`config.mk`:
```
export PLATFORM = sky130hd
export DESIGN_NAME = circular_fifo_with_search
export DESIGN_NICKNAME = d
export VERILOG_FILES = /design/src/rtl/core/cfs_pkg.sv /design/src/rtl/core/cfs_ctrl.sv /design/src/rtl/core/cfs_dpath.sv /design/src/rtl/core/circular_fifo_with_search.sv
export SDC_FILE = /design/constraint.sdc
export NUM_CORES = 1
export LEC_CHECK = 0
export BUFFER_PORTS_ARGS = -buffer_cell sky130_fd_sc_hd__buf_2
export CAP_MARGIN = 5
export CELL_PAD_IN_SITES_DETAIL_PLACEMENT = 0
export CELL_PAD_IN_SITES_GLOBAL_PLACEMENT = 1
export CORE_ASPECT_RATIO = 2
export CORE_UTILIZATION = 25
export DETAILED_ROUTE_END_ITERATION = 6
export GPL_TIMING_DRIVEN = 0
export PLACE_DENSITY = 0.52
export SETUP_SLACK_MARGIN = 0.2
export SYNTH_ARGS = -nofsm -noshare
export SYNTH_HDL_FRONTEND = slang
export SYNTH_SLANG_ARGS = --single-unit
```
`constraint.sdc`:
```
create_clock -name clk -period 6 [get_ports clk]
set_clock_uncertainty 0.15 [all_clocks]
set_input_delay 0.6 -clock clk [delete_from_list [all_inputs] [get_ports clk]]
set_output_delay 0.6 -clock clk [all_outputs]
set_load 0.03 [all_outputs]
```
`src/rtl/core/cfs_pkg.sv`:
```
`timescale 1ns / 1ps
`default_nettype none

package cfs_pkg;

    // request modes
    localparam logic [2:0] MODE_ENQ   = 3'd0;
    localparam logic [2:0] MODE_DEQ   = 3'd1;
    localparam logic [2:0] MODE_PEEK  = 3'd2;
    localparam logic [2:0] MODE_RIDX  = 3'd3;
    localparam logic [2:0] MODE_FIND  = 3'd4;
    localparam logic [2:0] MODE_CLEAR = 3'd5;

    // result status codes
    localparam logic [2:0] ST_OK       = 3'd0;
    localparam logic [2:0] ST_FULL     = 3'd1;
    localparam logic [2:0] ST_EMPTY    = 3'd2;
    localparam logic [2:0] ST_BADIDX   = 3'd3;
    localparam logic [2:0] ST_NOTFOUND = 3'd4;

    typedef struct packed {
        logic [2:0]         mode;
        logic signed [31:0] value;
        logic [3:0]         position;
    } req_t;

    typedef struct packed {
        logic [2:0]         status;
        logic signed [31:0] data;
        logic [3:0]         found_at;
        logic [3:0]         count;
        logic               is_empty;
        logic               is_full;
    } rsp_t;

    typedef enum logic [1:0] {
        S_IDLE,
        S_READ,
        S_SCAN
    } fsm_state_t;

    // controller -> datapath
    typedef struct packed {
        logic accept;
        logic issue_first;
        logic issue_next;
        logic finish_now;
        logic finish_read;
        logic finish_hit;
        logic finish_miss;
    } ctl_cmd_t;

    // datapath -> controller
    typedef struct packed {
        logic needs_read;
        logic scan_go;
        logic hit;
        logic last;
    } ctl_sts_t;

endpackage

`default_nettype wire

```
`src/rtl/core/cfs_ctrl.sv`:
```
`timescale 1ns / 1ps
`default_nettype none

module cfs_ctrl
    import cfs_pkg::*;
(
    input  wire logic     clk,
    input  wire logic     rst_n,
    input  wire logic     start,
    output logic          busy,
    input  wire ctl_sts_t sts,
    output ctl_cmd_t      cmd
);

    fsm_state_t state_reg;
    fsm_state_t state_next;

    always_ff @(posedge clk or negedge rst_n)
    begin
        if (!rst_n)
        begin
            state_reg <= S_IDLE;
        end
        else
        begin
            state_reg <= state_next;
        end
    end

    always_comb
    begin
        state_next = state_reg;
        cmd        = '0;
        busy       = 1'b1;
        unique case (state_reg)
            S_IDLE:
            begin
                busy = 1'b0;
                if (start)
                begin
                    cmd.accept = 1'b1;
                    if (sts.needs_read)
                    begin
                        cmd.issue_first = 1'b1;
                        state_next      = S_READ;
                    end
                    else if (sts.scan_go)
                    begin
                        cmd.issue_first = 1'b1;
                        state_next      = S_SCAN;
                    end
                    else
                    begin
                        cmd.finish_now = 1'b1;
                    end
                end
            end
            S_READ:
            begin
                cmd.finish_read = 1'b1;
                state_next      = S_IDLE;
            end
            S_SCAN:
            begin
                // one slot compared per cycle, next slot read in parallel
                if (sts.hit)
                begin
                    cmd.finish_hit = 1'b1;
                    state_next     = S_IDLE;
                end
                else if (sts.last)
                begin
                    cmd.finish_miss = 1'b1;
                    state_next      = S_IDLE;
                end
                else
                begin
                    cmd.issue_next = 1'b1;
                end
            end
            default:
            begin
                state_next = S_IDLE;
            end
        endcase
    end

endmodule

`default_nettype wire

```
`src/rtl/core/cfs_dpath.sv`:
```
`timescale 1ns / 1ps
`default_nettype none

module cfs_dpath
    import cfs_pkg::*;
#(
    parameter int DEPTH = 16
)
(
    input  wire logic     clk,
    input  wire logic     rst_n,
    input  wire req_t     req,
    input  wire ctl_cmd_t cmd,
    output ctl_sts_t      sts,
    output logic          done,
    output rsp_t          rsp
);

    localparam int PW = (DEPTH > 2) ? $clog2(DEPTH) : 1;
    localparam int XW = (PW > 4) ? PW : 4;

    logic signed [31:0] slot_mem [DEPTH];

    logic [PW-1:0]      head_reg, head_next;
    logic [PW-1:0]      tail_reg, tail_next;
    logic [PW-1:0]      idx_reg, idx_next;
    logic [2:0]         mode_reg;
    logic signed [31:0] value_reg;
    logic signed [31:0] rd_data_reg;
    logic               done_reg, done_next;
    rsp_t               rsp_reg, rsp_next;

    logic               wr_en;
    logic               rd_en;
    logic [PW-1:0]      rd_addr;
    logic [PW-1:0]      n_now;
    logic [PW-1:0]      n_after;
    logic               full_now;
    logic [XW-1:0]      pos_x;
    logic [XW-1:0]      first_off;
    logic [XW-1:0]      found_x;
    logic [XW-1:0]      count_x;

    function automatic logic [PW-1:0] ring_next(input logic [PW-1:0] p);
        return (p == PW'(DEPTH - 1)) ? '0 : p + PW'(1);
    endfunction

    // base + off mod DEPTH, off below DEPTH
    function automatic logic [PW-1:0] ring_add(input logic [PW-1:0] base,
                                               input logic [XW-1:0] off);
        logic [XW:0] s;
        s = (XW+1)'(base) + (XW+1)'(off);
        if (s >= (XW+1)'(DEPTH))
        begin
            s = s - (XW+1)'(DEPTH);
        end
        return s[PW-1:0];
    endfunction

    function automatic logic [PW-1:0] held(input logic [PW-1:0] h,
                                           input logic [PW-1:0] t);
        logic [PW:0] d;
        if (t >= h)
        begin
            d = (PW+1)'(t) - (PW+1)'(h);
        end
        else
        begin
            d = (PW+1)'(t) + (PW+1)'(DEPTH) - (PW+1)'(h);
        end
        return d[PW-1:0];
    endfunction

    assign n_now    = held(head_reg, tail_reg);
    assign full_now = (ring_next(tail_reg) == head_reg);
    assign pos_x    = XW'(req.position);

    always_comb
    begin
        sts.needs_read = (((req.mode == MODE_DEQ) || (req.mode == MODE_PEEK))
                          && (n_now != '0))
                         || ((req.mode == MODE_RIDX) && (pos_x < XW'(n_now)));
        sts.scan_go    = (req.mode == MODE_FIND) && (n_now != '0);
        sts.hit        = (rd_data_reg == value_reg);
        sts.last       = ((PW+1)'(idx_reg) + (PW+1)'(1)) == (PW+1)'(n_now);
    end

    always_comb
    begin
        first_off = (req.mode == MODE_RIDX) ? pos_x : '0;
        if (cmd.issue_next)
        begin
            rd_addr = ring_add(head_reg, XW'(idx_reg) + XW'(1));
        end
        else
        begin
            rd_addr = ring_add(head_reg, first_off);
        end
        rd_en = cmd.issue_first | cmd.issue_next;
    end

    always_comb
    begin
        head_next = head_reg;
        tail_next = tail_reg;
        idx_next  = idx_reg;
        wr_en     = 1'b0;
        done_next = 1'b0;
        rsp_next  = '0;

        if (cmd.issue_first)
        begin
            idx_next = '0;
        end
        else if (cmd.issue_next)
        begin
            idx_next = idx_reg + PW'(1);
        end

        if (cmd.finish_now)
        begin
            done_next = 1'b1;
            case (req.mode) inside
                MODE_ENQ:
                begin
                    if (full_now)
                    begin
                        rsp_next.status = ST_FULL;
                    end
                    else
                    begin
                        wr_en     = 1'b1;
                        tail_next = ring_next(tail_reg);
                    end
                end
                MODE_DEQ, MODE_PEEK:
                begin
                    rsp_next.status = ST_EMPTY;
                end
                MODE_RIDX:
                begin
                    rsp_next.status = ST_BADIDX;
                end
                MODE_FIND:
                begin
                    rsp_next.status = ST_NOTFOUND;
                end
                MODE_CLEAR:
                begin
                    head_next = '0;
                    tail_next = '0;
                end
                default:
                begin
                end
            endcase
        end

        if (cmd.finish_read)
        begin
            done_next     = 1'b1;
            rsp_next.data = rd_data_reg;
            if (mode_reg == MODE_DEQ)
            begin
                head_next = ring_next(head_reg);
            end
        end

        found_x = XW'(idx_reg);
        if (cmd.finish_hit)
        begin
            done_next         = 1'b1;
            rsp_next.found_at = found_x[3:0];
        end

        if (cmd.finish_miss)
        begin
            done_next       = 1'b1;
            rsp_next.status = ST_NOTFOUND;
        end

        n_after           = held(head_next, tail_next);
        count_x           = XW'(n_after);
        rsp_next.count    = count_x[3:0];
        rsp_next.is_empty = (n_after == '0);
        rsp_next.is_full  = (ring_next(tail_next) == head_next);
    end

    always_ff @(posedge clk or negedge rst_n)
    begin
        if (!rst_n)
        begin
            head_reg <= '0;
            tail_reg <= '0;
            idx_reg  <= '0;
            done_reg <= 1'b0;
        end
        else
        begin
            head_reg <= head_next;
            tail_reg <= tail_next;
            idx_reg  <= idx_next;
            done_reg <= done_next;
        end
    end

    always_ff @(posedge clk)
    begin
        rsp_reg <= rsp_next;
        if (cmd.accept)
        begin
            mode_reg  <= req.mode;
            value_reg <= req.value;
        end
    end

    // single write port, single registered read port
    always_ff @(posedge clk)
    begin
        if (wr_en)
        begin
            slot_mem[tail_reg] <= req.value;
        end
        if (rd_en)
        begin
            rd_data_reg <= slot_mem[rd_addr];
        end
    end

    assign done = done_reg;
    assign rsp  = rsp_reg;

endmodule

`default_nettype wire

```
`src/rtl/core/circular_fifo_with_search.sv`:
```
// Channel   Ports              Handshake
// request   req (req_t)        taken at clk edge with start=1 and busy=0
// result    rsp (rsp_t)        valid for the single cycle done=1, no backpressure
//
// Enqueue, clear and every error found at acceptance: busy stays low.
// Dequeue, peek, indexed read: pass through S_READ for the registered memory read.
// Find: scans in S_SCAN, 1 .. count slots compared, one per cycle on the
// single read port. The result appears the cycle after the item finishes.
// Reset clears head, tail and control; the slot memory is not cleared.
// The result side cannot stall; a new item may start while done is high.
`timescale 1ns / 1ps
`default_nettype none

module circular_fifo_with_search
    import cfs_pkg::*;
#(
    parameter int DEPTH = 16
)
(
    input  wire logic clk,
    input  wire logic rst_n,
    input  wire logic start,
    output logic      busy,
    input  wire req_t req,
    output logic      done,
    output rsp_t      rsp
);

    ctl_cmd_t cmd;
    ctl_sts_t sts;

    cfs_ctrl u_ctrl (
        .clk   (clk),
        .rst_n (rst_n),
        .start (start),
        .busy  (busy),
        .sts   (sts),
        .cmd   (cmd)
    );

    cfs_dpath #(
        .DEPTH (DEPTH)
    ) u_dpath (
        .clk   (clk),
        .rst_n (rst_n),
        .req   (req),
        .cmd   (cmd),
        .sts   (sts),
        .done  (done),
        .rsp   (rsp)
    );

endmodule

`default_nettype wire

```
==> flow_summary.yaml <==
final_layout:
  layout.nets: 1438
  layout.cells.non_filler: 2741
  drive_gt1_frac: 0.279
  largest_reg_flops: 512
  finish.utilization: 0.298
  area.growth.synth_to_final_pct: 17.8
placed_design:
  gp_routability_congestion: 0.769
  hpwl_um: 43800
  place_ws_ps: -789
  place.port_buffers: 88
  dp.cells: 2637
setup_path:
  critPathLaunch: "u_dpath.tail_reg[0]"
  crit_chain: "inv_1 -> ha_1 -> inv_1 -> fa_1 -> xnor2_2 -> and3b_1 -> nor3_1 -> or4_4 -> nand4b_4 -> o21ai_0 -> ha_1 -> fa_1 -> clkbuf_2 -> clkbuf_2 -> mux4_2 -> mux2i_1 -> mux2i_1"
  critPathBufInv: 4
  worst_path_max_delay_cell: "sky130_fd_sc_hd__or4_4"
  worstReg2RegStart: "u_dpath.tail_reg[0]"
  worstPathMaxFanout: 13
  critical_path.endpoint_type: "flop"
  delay_of_the_slowest_cell_on_the_worst_path_ps: 540
  cp.required_ps: 6190
  setup.worst_path.start_class: "flop"
  worst_path_dominant_cell_family: "adder cells"
  worstSetupPathType: "reg -> reg"
  worstPathArrival_ps: 5710
yosys:
  synth_ff_type: "sky130_fd_sc_hd__edfxtp_1"
  number_of_warnings_issued_by_yosys: 0
  synthesis.area_sq_mm: 0.0250
  synth_commonest_cells: "579 x sky130_fd_sc_hd__edfxtp_1, 128 x sky130_fd_sc_hd__mux4_2, 98 x sky130_fd_sc_hd__mux2i_1"
  postSynthCellCount: 1212
  synth_edf_count: 579
  ys_types: 67
  synth_top_cells_by_area: "sky130_fd_sc_hd__edfxtp_1 70%, sky130_fd_sc_hd__mux4_2 12%, sky130_fd_sc_hd__mux2i_1 3.9%, sky130_fd_sc_hd__dfxtp_1 3.6%, sky130_fd_sc_hd__xnor2_1 1.6%"
  postSynthAreaPerCell_sq_um: 20.6
  synth_top_area_frac: 0.697
  synth.yosys.seq_area_share: 0.748
  async_set_reset_flop_share_out_of_synthesis: 0.0235
  yosys_register_bits: 639
  postSynthNetCount: 1274
  yosys.cell_count.top_type: "sky130_fd_sc_hd__edfxtp_1"
  synth_area_leader_cell: "sky130_fd_sc_hd__edfxtp_1"
routing:
  vias_per_cell: 4.30
  dr.first_iter.drc_count: 721
  ant_nets: 0
  route.final.wire_length_um: 66300
  detailed_routing_iterations_pass_1: 4
  num_vias: 11800
  drc: 0
  post_drt_wl_per_cell_um: 24.2
clocking:
  cts_made_buffers: 56
  tritoncts_clock_tree: "done"
  clk-insertion-delay-late_ps: 620
  clk_pin_slew_worst_paths_ps: 70
  ctsRootBufferMaster: "sky130_fd_sc_hd__clkbuf_16"
  cts_max_level: 2
  cts_sinks: 639
  cts-root-to-sink-buffers: 3
  cts.repair_timing.setup_buffer_count: 0
run_status:
  outcome: "complete, no violations"
floorplanning:
  core-area_sq_mm: 0.0987
  num_rows: 163
  chipWidth_um: 225
  dieHeight_um: 449
  design.die.area_sq_mm: 0.101
  ioPinCount: 89
  initial_core_util: 0.253
sta:
  timing_hold_violations_final: 0
  unrepaired_setup_endpoints_after_global_routing: "no"
  timing.setup.tns_ps: 0
  hold_ws_ps: 52.0
  final_critical_path_setup_slack_ps: 482
  min_period_over_period: 0.920
  worst_slew_pin_slew_ps: 1240
  total_setup_violations_reported_at_the_end_of_the_flow: 0
  report.final.slew_viol_count: 0
  fmax_mhz: 181
  finalCriticalPeriod_ps: 5520
  timing.max_slew.rel_slack: 0.171
power_and_ir_drop:
  leakage_nw: 9.73
  vdd.ir_drop.worst_v: 0.000364
  power_density_mw_per_mm2: 569
global_route:
  grt.met2_usage: 0.262
  grt_overflow_total: 0
  grt_first_pass_wirelength_um: 94900
  global_route.usage.met3: 0.0198
  number_of_global_route_vias_before_repair: 13100
  antenna_found_initial: 10
  grt_start_max_net_pins: 33
  gr_peak_layer: "met2"
  groute.usage.overall: 0.132
  grt_use_met1: 0.138
hold_path:
  hold_class: "in -> reg"
  worst_hold_startpoint: "req[36]"
run:
  timing.max_cap.violations: 0
==> report_power, final <==
part | total, mW | switching (mW) | internal (mW)
logic | 7.49 | 4.14 | 3.35
clock network | 3.69 | 1.64 | 2.04
registers | 5.54 | 0.193 | 5.35
==> repair_timing <==
action | CTS | global route
endpoints found under the setup margin | 32 | 4
endpoints found under the hold margin | 16 | 0
hold buffers | 2 | 0
gates resized for setup | 53 | 1
==> logic make-up after synthesis <==
group	after synthesis	synth area share
compound gates	46	0.0135
xor+xnor	60	0.0242
fa+ha+maj	21	0.0110
buf+inv	69	0.0129
flops	639	0.748
mux	226	0.155
simple gates	151	0.0356
==> area by class of cell <==
cell class	instances	area (sq um)
Clock inverter	20	186
Inverter	19	71.3
Sequential cell	639	18700
Clock buffer	81	1650
Tap cell	1320	1650
Timing Repair Buffer	107	801
Buffer	49	362
Fill cell	9755	69300
Multi-Input combinational cell	504	6010
Antenna cell	2	5.00
==> through the flow <==
stage          instance area, sq um  power (mW)
6_report                      29400        16.7
4_1_cts                       29400        17.1
2_1_floorplan                 25000        10.7
5_1_grt                       29400        17.5
3_3_place_gp                  27000        13.2
3_5_place_dp                  27400        13.3
==> final timing paths <==
kind | to | slack, ps | cells past startpoint
worst max-delay path | u_dpath.rd_data_reg[13] | 480 | 17
worst min-delay path | u_dpath.mode_reg[0] | 50 | 1
worst max register to register | u_dpath.rd_data_reg[13] | 480 | 17
worst min register to register | u_dpath.rsp[10] | 360 | 1
max in group asynchronous | u_ctrl.state_reg[0] | 5090 | 2
min in group asynchronous | u_dpath.head_reg[2] | 300 | 2
==> routing by layer <==
metal	vias up	routed length (um)
met5	-	80
met3	97	2260
met4	12	1940
met2	214	38100
met1	6252	23900
li1	5205	-
==> layout by cell type (no fill, tap or decap), types with 16 or more instances in the layout <==
| master | count |
|---|---|
| sky130_fd_sc_hd__and2_1 | 41 |
| sky130_fd_sc_hd__and3_2 | 16 |
| sky130_fd_sc_hd__buf_12 | 17 |
| sky130_fd_sc_hd__buf_2 | 91 |
| sky130_fd_sc_hd__clkbuf_1 | 19 |
| sky130_fd_sc_hd__clkbuf_16 | 60 |
| sky130_fd_sc_hd__clkbuf_2 | 18 |
| sky130_fd_sc_hd__dfxtp_1 | 45 |
| sky130_fd_sc_hd__edfxtp_1 | 579 |
| sky130_fd_sc_hd__ha_1 | 18 |
| sky130_fd_sc_hd__inv_1 | 18 |
| sky130_fd_sc_hd__mux2i_1 | 98 |
| sky130_fd_sc_hd__mux4_2 | 128 |
| sky130_fd_sc_hd__nand2_1 | 24 |
| sky130_fd_sc_hd__xnor2_1 | 44 |
Power figures use the tool's default switching activity.
